<file path="src/sv/shis_pkg.sv">
// ----------------------------------------------------------------------------
// shis_pkg
// Types, codes and decode tables shared by the interrupt sequencer modules.
// ----------------------------------------------------------------------------
package shis_pkg;

    localparam int UNITS     = 8;
    localparam int REQ_DEPTH = 4;
    localparam int SQ_DEPTH  = 8;

    localparam int UNIT_W  = 3;
    localparam int COUNT_W = 24;
    localparam int BYTE_W  = 8;
    localparam int CMD_W   = 4;
    localparam int KIND_W  = 3;
    localparam int DFA_W   = 3;
    localparam int CLASS_W = 4;
    localparam int ACT_W   = 4;
    localparam int ENTRY_W = COUNT_W + 1;
    localparam int SLOT_W  = (REQ_DEPTH > 1) ? $clog2(REQ_DEPTH) : 1;
    localparam int PCNT_W  = $clog2(REQ_DEPTH + 1);
    localparam int ADDR_W  = (UNITS * REQ_DEPTH > 1) ? $clog2(UNITS * REQ_DEPTH) : 1;
    localparam int SQP_W   = $clog2(SQ_DEPTH);
    localparam int SQC_W   = $clog2(SQ_DEPTH + 1);

    typedef logic [UNIT_W-1:0]  unit_t;
    typedef logic [COUNT_W-1:0] count_t;
    typedef logic [BYTE_W-1:0]  byte_t;
    typedef logic [CMD_W-1:0]   cmd_t;
    typedef logic [KIND_W-1:0]  kind_t;
    typedef logic [DFA_W-1:0]   dfa_t;
    typedef logic [CLASS_W-1:0] class_t;
    typedef logic [ACT_W-1:0]   act_t;
    typedef logic [ENTRY_W-1:0] entry_t;

    localparam kind_t KIND_START    = 3'd0;
    localparam kind_t KIND_RESUME44 = 3'd1;
    localparam kind_t KIND_RESUME45 = 3'd2;
    localparam kind_t KIND_END      = 3'd3;
    localparam kind_t KIND_DONE     = 3'd4;
    localparam kind_t KIND_ABORTED  = 3'd5;
    localparam kind_t KIND_DEAD     = 3'd6;
    localparam kind_t KIND_REJECT   = 3'd7;

    localparam dfa_t DFA_IDLE      = 3'd0;
    localparam dfa_t DFA_STARTING  = 3'd1;
    localparam dfa_t DFA_RESUMING  = 3'd2;
    localparam dfa_t DFA_DEAD      = 3'd3;
    localparam dfa_t DFA_MESSAGING = 3'd4;
    localparam dfa_t DFA_ENDING    = 3'd5;

    localparam act_t ACT_DONE       = 4'd0;
    localparam act_t ACT_DEAD       = 4'd1;
    localparam act_t ACT_RESEL_SAVE = 4'd2;
    localparam act_t ACT_RESEL      = 4'd3;
    localparam act_t ACT_RESTORE    = 4'd4;
    localparam act_t ACT_ABORT      = 4'd5;
    localparam act_t ACT_SAVE       = 4'd6;
    localparam act_t ACT_DISC       = 4'd7;
    localparam act_t ACT_MSG        = 4'd8;
    localparam act_t ACT_END        = 4'd9;

    localparam logic OP_QUEUE = 1'b0;

    localparam byte_t PHASE_OK        = 8'h60;
    localparam byte_t MSG_RESTORE     = 8'h03;
    localparam cmd_t  START_CMD_RESET = 4'd9;

    localparam act_t ACTION_TABLE [6][9] = '{
        '{ACT_DEAD, ACT_DEAD, ACT_DEAD, ACT_DEAD, ACT_RESEL, ACT_DEAD, ACT_DEAD,
          ACT_DEAD, ACT_DEAD},
        '{ACT_ABORT, ACT_DEAD, ACT_SAVE, ACT_DISC, ACT_RESEL_SAVE, ACT_MSG, ACT_DEAD,
          ACT_END, ACT_DONE},
        '{ACT_DEAD, ACT_DEAD, ACT_SAVE, ACT_DISC, ACT_DEAD, ACT_MSG, ACT_DEAD,
          ACT_END, ACT_DONE},
        '{ACT_DEAD, ACT_DEAD, ACT_DEAD, ACT_DEAD, ACT_DEAD, ACT_DEAD, ACT_DEAD,
          ACT_DEAD, ACT_DEAD},
        '{ACT_DEAD, ACT_DEAD, ACT_DEAD, ACT_DEAD, ACT_DEAD, ACT_DEAD, ACT_RESTORE,
          ACT_DEAD, ACT_DEAD},
        '{ACT_DEAD, ACT_DEAD, ACT_DEAD, ACT_DEAD, ACT_DEAD, ACT_DEAD, ACT_DEAD,
          ACT_DEAD, ACT_DONE}
    };

    function automatic class_t status_class(input byte_t ss);
        class_t c;
        unique case (ss)
            8'h42:   c = 4'd0;
            8'h21:   c = 4'd2;
            8'h85:   c = 4'd3;
            8'h81:   c = 4'd4;
            8'h4F:   c = 4'd5;
            8'h20:   c = 4'd6;
            8'h4B:   c = 4'd7;
            8'h16:   c = 4'd8;
            default: c = 4'd1;
        endcase
        return c;
    endfunction

    typedef struct packed {
        logic capture;
        logic exec;
        logic fetch;
        logic launch;
        logic fill;
    } ctl_cmd_t;

    typedef struct packed {
        logic need_start;
        logic start_emit;
    } ctl_stat_t;

endpackage

</file>
<file path="src/sv/shis_ctrl.sv">
// ----------------------------------------------------------------------------
// shis_ctrl
// Sequencing controller: steps each word through capture, execute, fetch and
// the optional start-queue service.
// ----------------------------------------------------------------------------
module shis_ctrl (
    input  logic               clk,
    input  logic               rst_n,
    input  logic               start,
    output logic               busy,
    output shis_pkg::ctl_cmd_t cmd,
    input  shis_pkg::ctl_stat_t stat
);
    import shis_pkg::*;

    typedef enum logic [4:0] {
        S_IDLE  = 5'b00001,
        S_EXEC  = 5'b00010,
        S_FETCH = 5'b00100,
        S_START = 5'b01000,
        S_FILL  = 5'b10000
    } state_t;

    state_t state_reg, state_next;

    always_ff @(posedge clk or negedge rst_n)
    begin
        if (!rst_n)
        begin
            state_reg <= S_IDLE;
        end
        else
        begin
            state_reg <= state_next;
        end
    end

    always_comb
    begin
        state_next = state_reg;
        cmd        = '0;
        unique case (state_reg)
            S_IDLE:
            begin
                if (start)
                begin
                    cmd.capture = 1'b1;
                    state_next  = S_EXEC;
                end
            end
            S_EXEC:
            begin
                cmd.exec   = 1'b1;
                state_next = S_FETCH;
            end
            S_FETCH:
            begin
                cmd.fetch  = 1'b1;
                state_next = stat.need_start ? S_START : S_IDLE;
            end
            S_START:
            begin
                cmd.launch = 1'b1;
                state_next = stat.start_emit ? S_FILL : S_IDLE;
            end
            S_FILL:
            begin
                cmd.fill   = 1'b1;
                state_next = S_IDLE;
            end
            default:
            begin
                state_next = S_IDLE;
            end
        endcase
    end

    assign busy = (state_reg != S_IDLE);

endmodule

</file>
<file path="src/sv/shis_datapath.sv">
// ----------------------------------------------------------------------------
// shis_datapath
// Interrupt DFA, unit FIFOs, request store, start queue and result registers.
// ----------------------------------------------------------------------------
module shis_datapath (
    input  logic                 clk,
    input  logic                 rst_n,
    input  shis_pkg::ctl_cmd_t   cmd,
    output shis_pkg::ctl_stat_t  stat,
    input  logic                 cfg_we,
    input  shis_pkg::cmd_t       cfg_data,
    input  logic                 action,
    input  shis_pkg::unit_t      unit,
    input  shis_pkg::count_t     byte_count,
    input  logic                 reading,
    input  shis_pkg::byte_t      scsi_status,
    input  shis_pkg::unit_t      source_id,
    input  shis_pkg::byte_t      phase,
    input  shis_pkg::byte_t      target_status,
    input  shis_pkg::count_t     remaining_count,
    input  shis_pkg::byte_t      message_byte,
    output logic                 result_valid,
    output shis_pkg::kind_t      kind,
    output shis_pkg::unit_t      unit_res,
    output shis_pkg::count_t     transfer_count,
    output logic                 reading_res,
    output shis_pkg::byte_t      scsi_command,
    output logic                 okay,
    output shis_pkg::byte_t      status_byte,
    output logic                 last
);
    import shis_pkg::*;

    // captured word
    logic   op_reg;
    unit_t  unit_in_reg;
    count_t count_in_reg;
    logic   rd_in_reg;
    byte_t  ss_reg;
    unit_t  src_reg;
    byte_t  phase_reg;
    byte_t  tstat_reg;
    count_t remain_reg;
    byte_t  msg_reg;

    // block state
    cmd_t              start_cmd_reg;
    dfa_t              dfa_reg, dfa_next;
    unit_t             cu_reg, cu_next;
    count_t            saved_reg [UNITS];
    logic [PCNT_W-1:0] pend_cnt_reg [UNITS];
    logic [SLOT_W-1:0] pend_head_reg [UNITS];
    unit_t             sq_mem [SQ_DEPTH];
    logic [SQP_W-1:0]  sq_head_reg, sq_head_next;
    logic [SQC_W-1:0]  sq_cnt_reg, sq_cnt_next;
    entry_t            req_mem [UNITS*REQ_DEPTH];
    entry_t            rd_data_reg;

    // first result
    logic  r1_valid_reg, r1_valid_next;
    kind_t r1_kind_reg, r1_kind_next;
    unit_t r1_unit_reg, r1_unit_next;
    logic  r1_rdv_reg, r1_rdv_next;
    logic  r1_ok_reg, r1_ok_next;
    byte_t r1_stat_reg, r1_stat_next;
    logic  need_start_reg, need_start_next;
    logic  start_emit_reg;

    // execute-step controls
    logic              push, pop_cu, wr_req, save_cnt, go_dead;
    unit_t             push_unit, rd_unit;
    logic [ADDR_W-1:0] rd_addr, wr_addr;
    logic [SLOT_W:0]   slot_sum;
    logic [SLOT_W-1:0] wr_slot;
    act_t              act;
    dfa_t              st_idx;
    unit_t             sq_front;
    logic              start_ok, start_emit;

    function automatic logic [ADDR_W-1:0] req_addr(input unit_t u,
                                                   input logic [SLOT_W-1:0] s);
        return ADDR_W'(int'(u) * REQ_DEPTH + int'(s));
    endfunction

    function automatic logic [SLOT_W-1:0] slot_inc(input logic [SLOT_W-1:0] s);
        return (int'(s) + 1 >= REQ_DEPTH) ? '0 : SLOT_W'(int'(s) + 1);
    endfunction

    always_ff @(posedge clk)
    begin
        if (cmd.capture)
        begin
            op_reg       <= action;
            unit_in_reg  <= unit;
            count_in_reg <= byte_count;
            rd_in_reg    <= reading;
            ss_reg       <= scsi_status;
            src_reg      <= source_id;
            phase_reg    <= phase;
            tstat_reg    <= target_status;
            remain_reg   <= remaining_count;
            msg_reg      <= message_byte;
        end
    end

    assign st_idx   = (dfa_reg > DFA_ENDING) ? DFA_DEAD : dfa_reg;
    assign act      = ACTION_TABLE[st_idx][status_class(ss_reg)];
    assign sq_front = sq_mem[sq_head_reg];
    assign start_ok   = (dfa_reg == DFA_IDLE) && (sq_cnt_reg != '0);
    assign start_emit = start_ok && (pend_cnt_reg[sq_front] != '0);

    assign slot_sum = {1'b0, pend_head_reg[unit_in_reg]}
                    + (SLOT_W+1)'(pend_cnt_reg[unit_in_reg]);
    assign wr_slot  = (int'(slot_sum) >= REQ_DEPTH) ? SLOT_W'(int'(slot_sum) - REQ_DEPTH)
                                                   : slot_sum[SLOT_W-1:0];
    assign wr_addr  = req_addr(unit_in_reg, wr_slot);

    always_comb
    begin
        dfa_next        = dfa_reg;
        cu_next         = cu_reg;
        r1_valid_next   = r1_valid_reg;
        r1_kind_next    = r1_kind_reg;
        r1_unit_next    = r1_unit_reg;
        r1_rdv_next     = r1_rdv_reg;
        r1_ok_next      = r1_ok_reg;
        r1_stat_next    = r1_stat_reg;
        need_start_next = need_start_reg;
        push            = 1'b0;
        push_unit       = cu_reg;
        pop_cu          = 1'b0;
        wr_req          = 1'b0;
        save_cnt        = 1'b0;
        go_dead         = 1'b0;
        rd_unit         = cu_reg;

        if (cmd.exec)
        begin
            r1_valid_next   = 1'b0;
            r1_kind_next    = KIND_DEAD;
            r1_unit_next    = cu_reg;
            r1_rdv_next     = 1'b0;
            r1_ok_next      = 1'b0;
            r1_stat_next    = '0;
            need_start_next = 1'b0;
            if (op_reg == OP_QUEUE)
            begin
                if (int'(unit_in_reg) >= UNITS || int'(pend_cnt_reg[unit_in_reg]) >= REQ_DEPTH)
                begin
                    r1_valid_next = 1'b1;
                    r1_kind_next  = KIND_REJECT;
                    r1_unit_next  = unit_in_reg;
                end
                else
                begin
                    wr_req = 1'b1;
                    if (pend_cnt_reg[unit_in_reg] == '0)
                    begin
                        push            = 1'b1;
                        push_unit       = unit_in_reg;
                        need_start_next = (sq_cnt_reg == '0);
                    end
                end
            end
            else
            begin
                unique case (act)
                    ACT_DONE, ACT_ABORT:
                    begin
                        if (pend_cnt_reg[cu_reg] == '0)
                        begin
                            go_dead = 1'b1;
                        end
                        else
                        begin
                            r1_valid_next   = 1'b1;
                            r1_kind_next    = (act == ACT_DONE) ? KIND_DONE : KIND_ABORTED;
                            r1_rdv_next     = 1'b1;
                            r1_ok_next      = (act == ACT_DONE) && (phase_reg == PHASE_OK);
                            r1_stat_next    = r1_ok_next ? tstat_reg : '0;
                            pop_cu          = 1'b1;
                            push            = (pend_cnt_reg[cu_reg] > PCNT_W'(1));
                            dfa_next        = DFA_IDLE;
                            need_start_next = 1'b1;
                        end
                    end
                    ACT_RESEL_SAVE, ACT_RESEL:
                    begin
                        push = (act == ACT_RESEL_SAVE);
                        if (int'(src_reg) >= UNITS || pend_cnt_reg[src_reg] == '0)
                        begin
                            go_dead = 1'b1;
                        end
                        else
                        begin
                            cu_next       = src_reg;
                            dfa_next      = DFA_RESUMING;
                            r1_valid_next = 1'b1;
                            r1_kind_next  = KIND_RESUME44;
                            r1_unit_next  = src_reg;
                            r1_rdv_next   = 1'b1;
                            rd_unit       = src_reg;
                        end
                    end
                    ACT_RESTORE, ACT_SAVE:
                    begin
                        save_cnt      = (act == ACT_SAVE);
                        dfa_next      = DFA_RESUMING;
                        r1_valid_next = 1'b1;
                        r1_kind_next  = KIND_RESUME45;
                        r1_rdv_next   = (pend_cnt_reg[cu_reg] != '0);
                    end
                    ACT_DISC:
                    begin
                        dfa_next        = DFA_IDLE;
                        need_start_next = 1'b1;
                    end
                    ACT_MSG:
                    begin
                        if (msg_reg == MSG_RESTORE)
                        begin
                            dfa_next = DFA_MESSAGING;
                        end
                        else
                        begin
                            go_dead = 1'b1;
                        end
                    end
                    ACT_END:
                    begin
                        dfa_next      = DFA_ENDING;
                        r1_valid_next = 1'b1;
                        r1_kind_next  = KIND_END;
                        r1_rdv_next   = (pend_cnt_reg[cu_reg] != '0);
                    end
                    default:
                    begin
                        go_dead = 1'b1;
                    end
                endcase
                if (go_dead)
                begin
                    dfa_next      = DFA_DEAD;
                    r1_valid_next = 1'b1;
                    r1_kind_next  = KIND_DEAD;
                    r1_unit_next  = cu_reg;
                    r1_rdv_next   = 1'b0;
                end
            end
        end

        if (cmd.launch && start_emit)
        begin
            cu_next  = sq_front;
            dfa_next = DFA_STARTING;
        end
    end

    assign rd_addr = cmd.launch ? req_addr(sq_front, pend_head_reg[sq_front])
                                : req_addr(rd_unit, pend_head_reg[rd_unit]);

    always_comb
    begin
        sq_head_next = sq_head_reg;
        sq_cnt_next  = sq_cnt_reg;
        if (push && int'(sq_cnt_reg) < SQ_DEPTH)
        begin
            sq_cnt_next = sq_cnt_reg + SQC_W'(1);
        end
        if (cmd.launch && start_ok)
        begin
            sq_head_next = sq_head_reg + SQP_W'(1);
            sq_cnt_next  = sq_cnt_reg - SQC_W'(1);
        end
    end

    always_ff @(posedge clk)
    begin
        if (wr_req)
        begin
            req_mem[wr_addr] <= {rd_in_reg, count_in_reg};
        end
        rd_data_reg <= req_mem[rd_addr];
        if (push && int'(sq_cnt_reg) < SQ_DEPTH)
        begin
            sq_mem[sq_head_reg + sq_cnt_reg[SQP_W-1:0]] <= push_unit;
        end
    end

    always_ff @(posedge clk or negedge rst_n)
    begin
        if (!rst_n)
        begin
            start_cmd_reg  <= START_CMD_RESET;
            dfa_reg        <= DFA_IDLE;
            cu_reg         <= '0;
            sq_head_reg    <= '0;
            sq_cnt_reg     <= '0;
            r1_valid_reg   <= 1'b0;
            need_start_reg <= 1'b0;
            start_emit_reg <= 1'b0;
            for (int i = 0; i < UNITS; i++)
            begin
                saved_reg[i]     <= '0;
                pend_cnt_reg[i]  <= '0;
                pend_head_reg[i] <= '0;
            end
        end
        else
        begin
            if (cfg_we)
            begin
                start_cmd_reg <= cfg_data;
            end
            dfa_reg        <= dfa_next;
            cu_reg         <= cu_next;
            sq_head_reg    <= sq_head_next;
            sq_cnt_reg     <= sq_cnt_next;
            r1_valid_reg   <= r1_valid_next;
            need_start_reg <= need_start_next;
            if (cmd.launch)
            begin
                start_emit_reg <= start_emit;
            end
            if (wr_req)
            begin
                pend_cnt_reg[unit_in_reg] <= pend_cnt_reg[unit_in_reg] + PCNT_W'(1);
            end
            if (pop_cu)
            begin
                pend_cnt_reg[cu_reg]  <= pend_cnt_reg[cu_reg] - PCNT_W'(1);
                pend_head_reg[cu_reg] <= slot_inc(pend_head_reg[cu_reg]);
            end
            if (save_cnt)
            begin
                saved_reg[cu_reg] <= remain_reg;
            end
            if (cmd.fill && start_emit_reg)
            begin
                saved_reg[cu_reg] <= rd_data_reg[COUNT_W-1:0];
            end
        end
    end

    always_ff @(posedge clk)
    begin
        r1_kind_reg <= r1_kind_next;
        r1_unit_reg <= r1_unit_next;
        r1_rdv_reg  <= r1_rdv_next;
        r1_ok_reg   <= r1_ok_next;
        r1_stat_reg <= r1_stat_next;
    end

    // result word registers
    always_ff @(posedge clk or negedge rst_n)
    begin
        if (!rst_n)
        begin
            result_valid <= 1'b0;
        end
        else
        begin
            result_valid <= (cmd.fetch && r1_valid_reg) || (cmd.fill && start_emit_reg);
        end
    end

    always_ff @(posedge clk)
    begin
        if (cmd.fetch)
        begin
            kind           <= r1_kind_reg;
            unit_res       <= r1_unit_reg;
            transfer_count <= (r1_kind_reg == KIND_RESUME44 || r1_kind_reg == KIND_RESUME45)
                            ? saved_reg[r1_unit_reg] : '0;
            reading_res    <= r1_rdv_reg & rd_data_reg[COUNT_W];
            scsi_command   <= (r1_kind_reg <= KIND_END) ? BYTE_W'(start_cmd_reg) : '0;
            okay           <= r1_ok_reg;
            status_byte    <= r1_stat_reg;
            last           <= !(need_start_reg && start_emit);
        end
        else if (cmd.fill)
        begin
            kind           <= KIND_START;
            unit_res       <= cu_reg;
            transfer_count <= rd_data_reg[COUNT_W-1:0];
            reading_res    <= rd_data_reg[COUNT_W];
            scsi_command   <= BYTE_W'(start_cmd_reg);
            okay           <= 1'b0;
            status_byte    <= '0;
            last           <= 1'b1;
        end
    end

    assign stat.need_start = need_start_reg;
    assign stat.start_emit = start_emit;

endmodule

</file>
<file path="src/sv/scsi_host_interrupt_sequencer_unit.sv">
// ----------------------------------------------------------------------------
// scsi_host_interrupt_sequencer_unit
// SCSI host adapter interrupt sequencer: request queueing and interrupt DFA.
// ----------------------------------------------------------------------------
// A word is taken when start is high and busy is low. A word that needs no
// start-queue service holds busy through the execute and fetch steps; when
// the start queue is serviced busy also covers a start step, and a fill step
// when a unit is started. The fill step is there for the request store's
// registered read of the started unit's head request. Each result word is
// shown for one cycle on result_valid, registered together with its fields;
// there is no back-pressure, so the receiver must take every result as it
// appears. At most two results follow one word, the second from the fill
// step, and last marks the final one. cfg_ready is always high.
module scsi_host_interrupt_sequencer_unit (
    input  logic              clk,
    input  logic              rst_n,
    input  logic              start,
    output logic              busy,
    input  logic              cfg_valid,
    output logic              cfg_ready,
    input  shis_pkg::cmd_t    cfg_data,
    input  logic              action,
    input  shis_pkg::unit_t   unit,
    input  shis_pkg::count_t  byte_count,
    input  logic              reading,
    input  shis_pkg::byte_t   scsi_status,
    input  shis_pkg::unit_t   source_id,
    input  shis_pkg::byte_t   phase,
    input  shis_pkg::byte_t   target_status,
    input  shis_pkg::count_t  remaining_count,
    input  shis_pkg::byte_t   message_byte,
    output logic              result_valid,
    output shis_pkg::kind_t   kind,
    output shis_pkg::unit_t   unit_res,
    output shis_pkg::count_t  transfer_count,
    output logic              reading_res,
    output shis_pkg::byte_t   scsi_command,
    output logic              okay,
    output shis_pkg::byte_t   status_byte,
    output logic              last
);
    import shis_pkg::*;

    ctl_cmd_t  cmd;
    ctl_stat_t stat;

    assign cfg_ready = 1'b1;

    shis_ctrl u_ctrl (
        .clk   (clk),
        .rst_n (rst_n),
        .start (start),
        .busy  (busy),
        .cmd   (cmd),
        .stat  (stat)
    );

    shis_datapath u_dp (
        .clk             (clk),
        .rst_n           (rst_n),
        .cmd             (cmd),
        .stat            (stat),
        .cfg_we          (cfg_valid & cfg_ready),
        .cfg_data        (cfg_data),
        .action          (action),
        .unit            (unit),
        .byte_count      (byte_count),
        .reading         (reading),
        .scsi_status     (scsi_status),
        .source_id       (source_id),
        .phase           (phase),
        .target_status   (target_status),
        .remaining_count (remaining_count),
        .message_byte    (message_byte),
        .result_valid    (result_valid),
        .kind            (kind),
        .unit_res        (unit_res),
        .transfer_count  (transfer_count),
        .reading_res     (reading_res),
        .scsi_command    (scsi_command),
        .okay            (okay),
        .status_byte     (status_byte),
        .last            (last)
    );

endmodule

</file>
<file path="config.mk">
export PLATFORM = sky130hd
export DESIGN_NAME = scsi_host_interrupt_sequencer_unit
export DESIGN_NICKNAME = d
export VERILOG_FILES = /design/src/sv/shis_pkg.sv /design/src/sv/shis_ctrl.sv /design/src/sv/shis_datapath.sv /design/src/sv/scsi_host_interrupt_sequencer_unit.sv
export SDC_FILE = /design/constraint.sdc
export NUM_CORES = 2
export LEC_CHECK = 0
export ABC_AREA = 1
export BUFFER_PORTS_ARGS = -buffer_cell sky130_fd_sc_hd__clkbuf_2
export CORE_UTILIZATION = 63
export DETAILED_ROUTE_END_ITERATION = 7
export PLACE_DENSITY = 0.84
export SLEW_MARGIN = 20
export SYNTH_ARGS = -nofsm -noshare
export SYNTH_HDL_FRONTEND = slang
export SYNTH_HIERARCHICAL = 1
export SYNTH_SLANG_ARGS = --single-unit
</file>
<file path="constraint.sdc">
create_clock -name clk -period 6.8 [get_ports clk]
set_clock_uncertainty 0.05 [all_clocks]
set_input_delay 0.34 -clock clk [delete_from_list [all_inputs] [get_ports clk]]
set_output_delay 0.34 -clock clk [all_outputs]
set_load 0.05 [all_outputs]
</file>
## After elaboration in Yosys (flattened, before gate mapping)

Memory sizes are Yosys's and may differ from the RTL's. A register that Yosys moved wholly into a read port is not among the register bits.
Index checks and enable logic that the tools add are counted.

| storage, ports and cells | value |
|---|---|
| flip-flop bits (word level) | 411 |
| bits in writable memories | 824 |
| ROM bits | 288 |
| input bits | 96 |
| output and inout bits | 52 |
| word-level logic and storage cells | 315 |
| memories kept | 3 |

Memories:

| memory | words | width | rd ports | clocked after memory_dff | write ports | line | RTL |
|---|---|---|---|---|---|---|---|
| u_dp.req_mem | 32 | 25 | 1 | 1 | 1 | shis_datapath.sv:56 | `entry_t req_mem [UNITS*REQ_DEPTH];` |
| (no name shown) | 8 | 36 | 1 | 0 | 0 | shis_datapath.sv:107 | `assign act = ACTION_TABLE[st_idx][status_class(ss_reg)];` |
| u_dp.sq_mem | 8 | 3 | 1 | 0 | 1 | shis_datapath.sv:53 | `unit_t sq_mem [SQ_DEPTH];` |

| operators by class | value |
|---|---|
| add/sub/neg operators | 12 |
| order comparisons | 17 |
| eq/ne operators | 30 |
| multiplexer cells | 147 |
| bitwise logic cells | 12 |
| reductions and logical operators | 37 |

Operator list:

| kind | count |
|---|---|
| $bwmux W192 | 2 |
| $mux W192 | 2 |
| $mux W24 | 8 |
| $mux W3 | 38 |
| $bmux W24 S3 | 1 |
| $demux W24 S3 | 1 |
| $mux W36 | 2 |
| $bwmux W24 | 2 |
| $mux W1 | 45 |
| $bmux W3 S3 | 4 |
| $eq A8 B7 Y1 const B | 4 |
| $ge A32 B4 Y1 const B | 1 |
| $mux W8 | 4 |
| $pmux W4 S8 | 1 |
| $ge A4 B4 Y1 const B | 7 |
| $not A3 Y4 | 7 |
| $bmux W2 S3 | 4 |
| $mux W4 | 6 |
| $mux W2 | 11 |
| $pmux W5 S4 | 1 |
| $demux W3 S3 | 2 |
| $pmux W3 S6 | 1 |
| $bmux W4 S4 | 1 |
| $bwmux W16 | 1 |
| 56 further kinds | 99 |

## Logic depth before layout (Yosys ltp)

| logic depth | value |
|---|---|
| word-level depth | 20 |
| gate-level depth with buffers | 30 |

## Modules after synthesis

The synthesis kept the hierarchy.

Modules (own cells, without submodules):

| module | times used | cells each | area each (µm²) | sequential area each (µm²) |
|---|---|---|---|---|
| shis_datapath | 1 | 5909 | 58150.8 | 36052.1 |
| shis_ctrl | 1 | 40 | 284.0 | 126.4 |
| scsi_host_interrupt_sequencer_unit | 1 | 2 | 11.3 | 0.0 |

## Worst setup path after synthesis

Ideal clock, no wire load.

| timing | value |
|---|---|
| path kind | reg2reg |
| start point | reg u_ctrl.state_reg[1] |
| end point | reg u_dp.count_in_reg[0], enable pin |
| data arrival time | 4873 ps |
| data required time | 6215 ps |
| path slack | 1343 ps |
| cell stages (with the launch flop) | 4 |
| cells stage by stage | dfrtp_1 nor2_1 nand3_1 nor2_1 |

RTL lines:

| item | line | RTL |
|---|---|---|
| start, declared | shis_ctrl.sv:24 | `state_t state_reg, state_next;` |
| start signal, assigned | shis_ctrl.sv:34 | `state_reg <= state_next;` |
| end signal, assigned | shis_datapath.sv:95 | `count_in_reg <= byte_count;` |
| end, declared | shis_datapath.sv:37 | `count_t count_in_reg;` |

## Worst setup path in the final report

| timing | value |
|---|---|
| start point | reg u_dp.dfa_reg[0] |
| end point | reg u_dp.rd_data_reg[18], read port of u_dp.req_mem |

| on the way | value |
|---|---|
| cells in the longest elaborated chain, start to end | 20 |
| elaborated cells on any way between the ends | 21 |
| those cells by class | add/sub: 1; order compare: 1; eq/ne: 2; mux: 13; bitwise: 2; reduce/logical: 1; memory: 1 |

RTL lines:

| item | line | RTL |
|---|---|---|
| start, declared | shis_datapath.sv:48 | `dfa_t dfa_reg, dfa_next;` |
| start signal, assigned | shis_datapath.sv:315 | `dfa_reg <= dfa_next;` |
| $gt A3 B3 Y1 | shis_datapath.sv:106 | `assign st_idx = (dfa_reg > DFA_ENDING) ? DFA_DEAD : dfa_reg;` |
| $mux W3 * | shis_datapath.sv:106 |  |
| $not A3 Y4 (not written as such) * | shis_datapath.sv:107 |  |
| $mem_v2 Z8 W36 * | n/a |  |
| $mux W36 (not written as such) * (2 in series) | shis_datapath.sv:107 |  |
| $bmux W4 S4 * | shis_datapath.sv:107 |  |
| $mux W4 (not written as such) * (2 in series) | shis_datapath.sv:107 |  |
| $eq A4 B2 Y1 | shis_datapath.sv:167 | `unique case (act)` |
| $reduce_or A2 Y1 * | shis_datapath.sv:167 |  |
| $mux W3 * | shis_datapath.sv:167 |  |
| $mux W3 * | shis_datapath.sv:146 | `if (op_reg == OP_QUEUE)` |
| $mux W3 * | shis_datapath.sv:137 | `if (cmd.exec)` |
| $not A3 Y4 (not written as such) | shis_datapath.sv:260 | `: req_addr(rd_unit, pend_head_reg[rd_unit]);` |
| $bmux W2 S3 | shis_datapath.sv:260 |  |
| $mux W2 (not written as such) (2 in series) | shis_datapath.sv:260 |  |
| $add A5 B2 Y5 * | shis_datapath.sv:82 | `return ADDR_W'(int'(u) * REQ_DEPTH + int'(s));` |
| $mux W5 * | shis_datapath.sv:259 | `assign rd_addr = cmd.launch ? req_addr(sq_front, pend_head_reg[sq_front])` |
| end, declared | shis_datapath.sv:57 | `entry_t rd_data_reg;` |

Mark *: on every way between the ends. The rest lies on a longest branch, timed or not. The select of a mux whose other input is x is not followed.
A chain may end at the register's enable or synchronous reset.

==> impl_metrics.env <==
export IMPL_report_final_slew_viol_count=0
export IMPL_vias_per_cell=6.207
export IMPL_arrival_ns=5.93
export IMPL_cts_buffers=130
export IMPL_power_frac_comb=0.372
export IMPL_fmax_ghz=0.1874
export IMPL_min_path_type="input port to async pin"
export IMPL_netlist_area_sq_um=58450
export IMPL_cts_tree="built"
export IMPL_largest_register_ffs=800
export IMPL_final_common_cell="inv_1"
export IMPL_crit_type="flop to flop"
export IMPL_pin_count=148
export IMPL_avgSynthCellArea_sq_um=9.821
export IMPL_fin_nets=6152
export IMPL_synth_seq_cells=1256
export IMPL_switchingPower_uw=10770
export IMPL_critical_path_endpoint_type="flop"
export IMPL_hpwl_um=87310
export IMPL_crit_fanout=57
export IMPL_drc_errors=0
export IMPL_io_buffers=142
export IMPL_drtIter0Drc=6855
export IMPL_stdcell_area_sq_um=65710
export IMPL_first_pass_iters=8
export IMPL_yosys_area_share_adder=0.003254
export IMPL_grt_max_degree=186
export IMPL_hold_viol=0
export IMPL_drive_gt1_frac=0.1023
export IMPL_vias=45900
export IMPL_crit_required_ns=7.39
export IMPL_stdcell_count=7395
export IMPL_swShare=0.4070
export IMPL_fin_tns_setup_ns=0
export IMPL_layout_cells_most_common_list="1002 x inv_1, 973 x edfxtp_1, 883 x nand2_1"
export IMPL_drv_cap=0
export IMPL_grt_overflow=0
export IMPL_placed_cells=7039
export IMPL_wire_per_inst_um=22.24
export IMPL_track_usage=0.3472
export IMPL_clock_path_buffers=3
export IMPL_wl_um=164500
export IMPL_synth_top_family_by_area="simple AND/OR/NAND/NOR gates"
export IMPL_synth_xor_area_frac=0.001648
export IMPL_grt_pass1_vias=44150
export IMPL_ir_drop_uv=518.9
export IMPL_worst_pin_slew_ns=1.225
export IMPL_routabilityCongestion=0.9794
export IMPL_antenna_found_initial=5
export IMPL_p_leak_uw=0.02796
export IMPL_max_slew_margin=0.1812
export IMPL_htree_levels=4
export IMPL_outcome="finished clean"
export IMPL_ff2ff_path_depth=24
export IMPL_finalCritPeriodShare=0.7846
export IMPL_internal_power_uw=15690
export IMPL_synth_compound_area_frac=0.06536
export IMPL_timing_rr_end="u_dp/rd_data_reg[18]$_DFF_P_"
export IMPL_cp_slowest_cell="buf_4"
export IMPL_reg2reg_from="u_dp/dfa_reg[0]$_DFFE_PN0P_"
export IMPL_post_cts_buffers=0
export IMPL_ys_seq_area_frac=0.6190
export IMPL_start_util=0.6367
export IMPL_dpl_cell_area_sq_um=60230
export IMPL_core_sq_um=91800
export IMPL_clk_latency_ns=0.76
export IMPL_synth_ff_type="edfxtp_1"
export IMPL_power_uw=26460
export IMPL_fin_crit_ns=5.336
export IMPL_power_per_cell_area_nw_per_um2=402.6
export IMPL_crit_top_cell="nand2_1"
export IMPL_cts_root_buf="clkbuf_16"
export IMPL_grt_pass1_wl_um=250100
export IMPL_dieWidth_um=306.6
export IMPL_nFillCells=5862
export IMPL_ys_types=54
export IMPL_die_h_um=306.6
export IMPL_synth_warnings=6
export IMPL_clkPwrFrac=0.264
export IMPL_synth_enable_flop_cells=973
export IMPL_max_stage_delay_ns=0.66
export IMPL_async_flop_share=0.2054
export IMPL_setup_viol=0
export IMPL_synth_simple_area_share=0.1923
export IMPL_rrSetupSlack_ns=1.46
export IMPL_synthCells=5951
export IMPL_clkSinkCount=1256
export IMPL_rsz0062_at_grt="false"
export IMPL_sequentialPowerShare=0.364
export IMPL_synth_mux_area_frac=0.02154
export IMPL_rows=111
export IMPL_ant_nets=0
export IMPL_area_growth_pct=12.43
export IMPL_path_clk_slew_ns=0.06
export IMPL_cp_start_kind="flop"
export IMPL_path_cells="inv_1, o21ai_0, ha_1, nor2_1, inv_1, nor2_1, nor2_2, nor2_2, nand3_4, nand2_1, o21ai_1, nand2_1, o21ai_0, and2_1, nand3_4, buf_4, buf_4, nand4_1, nand3_1, nand3_1, nand3_1, nand2_1, nand2_1, nand2_1"
export IMPL_fp_dieArea_sq_um=93990
==> worst max path at each step <==
| stage | from | end | slack [ns] | depth (start not counted) |
|---|---|---|---|---|
| floorplan | u_ctrl/state_reg[1]$_DFFE_PN0P_ | u_dp/count_in_reg[0]$_DFFE_PP_ | 1.34 | 3 |
| global placement | u_dp/dfa_reg[0]$_DFFE_PN0P_ | u_dp/rd_data_reg[18]$_DFF_P_ | 1.88 | 25 |
| detailed placement | u_dp/dfa_reg[0]$_DFFE_PN0P_ | u_dp/rd_data_reg[18]$_DFF_P_ | 1.73 | 25 |
| CTS | u_dp/dfa_reg[0]$_DFFE_PN0P_ | u_dp/rd_data_reg[18]$_DFF_P_ | 1.62 | 25 |
| global route | u_dp/dfa_reg[1]$_DFFE_PN0P_ | u_dp/rd_data_reg[4]$_DFF_P_ | 1.07 | 25 |
| finish | u_dp/dfa_reg[0]$_DFFE_PN0P_ | u_dp/rd_data_reg[18]$_DFF_P_ | 1.46 | 24 |
==> stage by stage <==
step	hold WS, ns	worst slack (ns)	util
2_1_floorplan	-0.005591	1.343	-
3_3_place_gp	0.4269	1.880	0.6551
3_5_place_dp	0.4235	1.730	0.6560
4_1_cts	0.2304	1.620	0.7127
5_1_grt	0.2484	1.074	0.7158
6_report	0.2120	1.464	0.7158
==> cell type report <==
class | instances | area (sq um) | share of cell area
Antenna cell | 2 | 5.005 | 0.00007616
Clock buffer | 184 | 3641 | 0.05541
Clock inverter | 56 | 540.5 | 0.008225
Inverter | 1040 | 3915 | 0.05958
Multi-Input combinational cell | 3280 | 17050 | 0.2595
Sequential cell | 1256 | 36180 | 0.5506
Tap cell | 1243 | 1555 | 0.02367
Timing Repair Buffer | 334 | 2826 | 0.04301
==> worst max-delay path, delay by kind of cell, from the launching register on <==
family / cells / cell delay (ns)
adders and majority gates: 1 / 0.29
buffers and inverters: 4 / 1.47
DFF: 1 / 0.39
and+or+nand+nor: 16 / 2.57
AOI/OAI and AO/OA: 3 / 0.42
==> repair_timing <==
action / CTS / global route
hold endpoints to repair: 203 / 0
resized for setup: 0 / 0
endpoints found under the setup margin: 0 / 0
hold buffers: 102 / 0
==> cells in the mapped netlist, drive strengths merged (9+ instances only) <==
master | n | area [sq um]
a21oi | 265 | 1330
a221oi | 13 | 113.9
a22oi | 9 | 67.56
buf | 153 | 905.9
clkbuf | 225 | 844.6
clkinv | 27 | 101.4
dfrtp | 255 | 6381
dfxtp | 25 | 500.5
edfxtp | 973 | 29220
ha | 12 | 150.1
inv | 1013 | 3802
mux2 | 110 | 1239
nand2 | 891 | 3364
nand3 | 759 | 3854
nand4 | 387 | 2421
nor2 | 374 | 1434
nor3 | 15 | 75.07
o211ai | 60 | 450.4
o21ai | 315 | 1588
o22ai | 14 | 87.58
==> logic make-up after synthesis <==
| kind of cell | count (synthesis) |
|---|---|
| multiplexers | 112 |
| XOR/XNOR | 11 |
| buffers and inverters | 1418 |
| AND/OR/NAND/NOR | 2440 |
| AO/OA/AOI/OAI | 698 |
| other | 2 |
| flip-flops | 1256 |
| adder cells (fa/ha/maj) | 14 |
==> power groups by stage <==
stage               logic (uW)  clock network (uW)  registers [uW]
global route             10600                7340            9660
CTS                       9490                7030            9600
detailed placement        9280                   0            9750
global placement          9030                   0            9740
floorplan                 6870                   0            9490
finish                    9830                7000            9630
==> per-layer routing <==
metal	vias up	routed length (um)	part of all wire	global-route usage
met5	-	61	0.00037	0
met4	10	9105	0.055	0.1962
met3	671	20160	0.12	0.07354
met2	3267	77290	0.47	0.5560
met1	21580	57840	0.35	0.4423
li1	20370	-	-	-
Note: power is estimated with default switching activity, not from simulation.
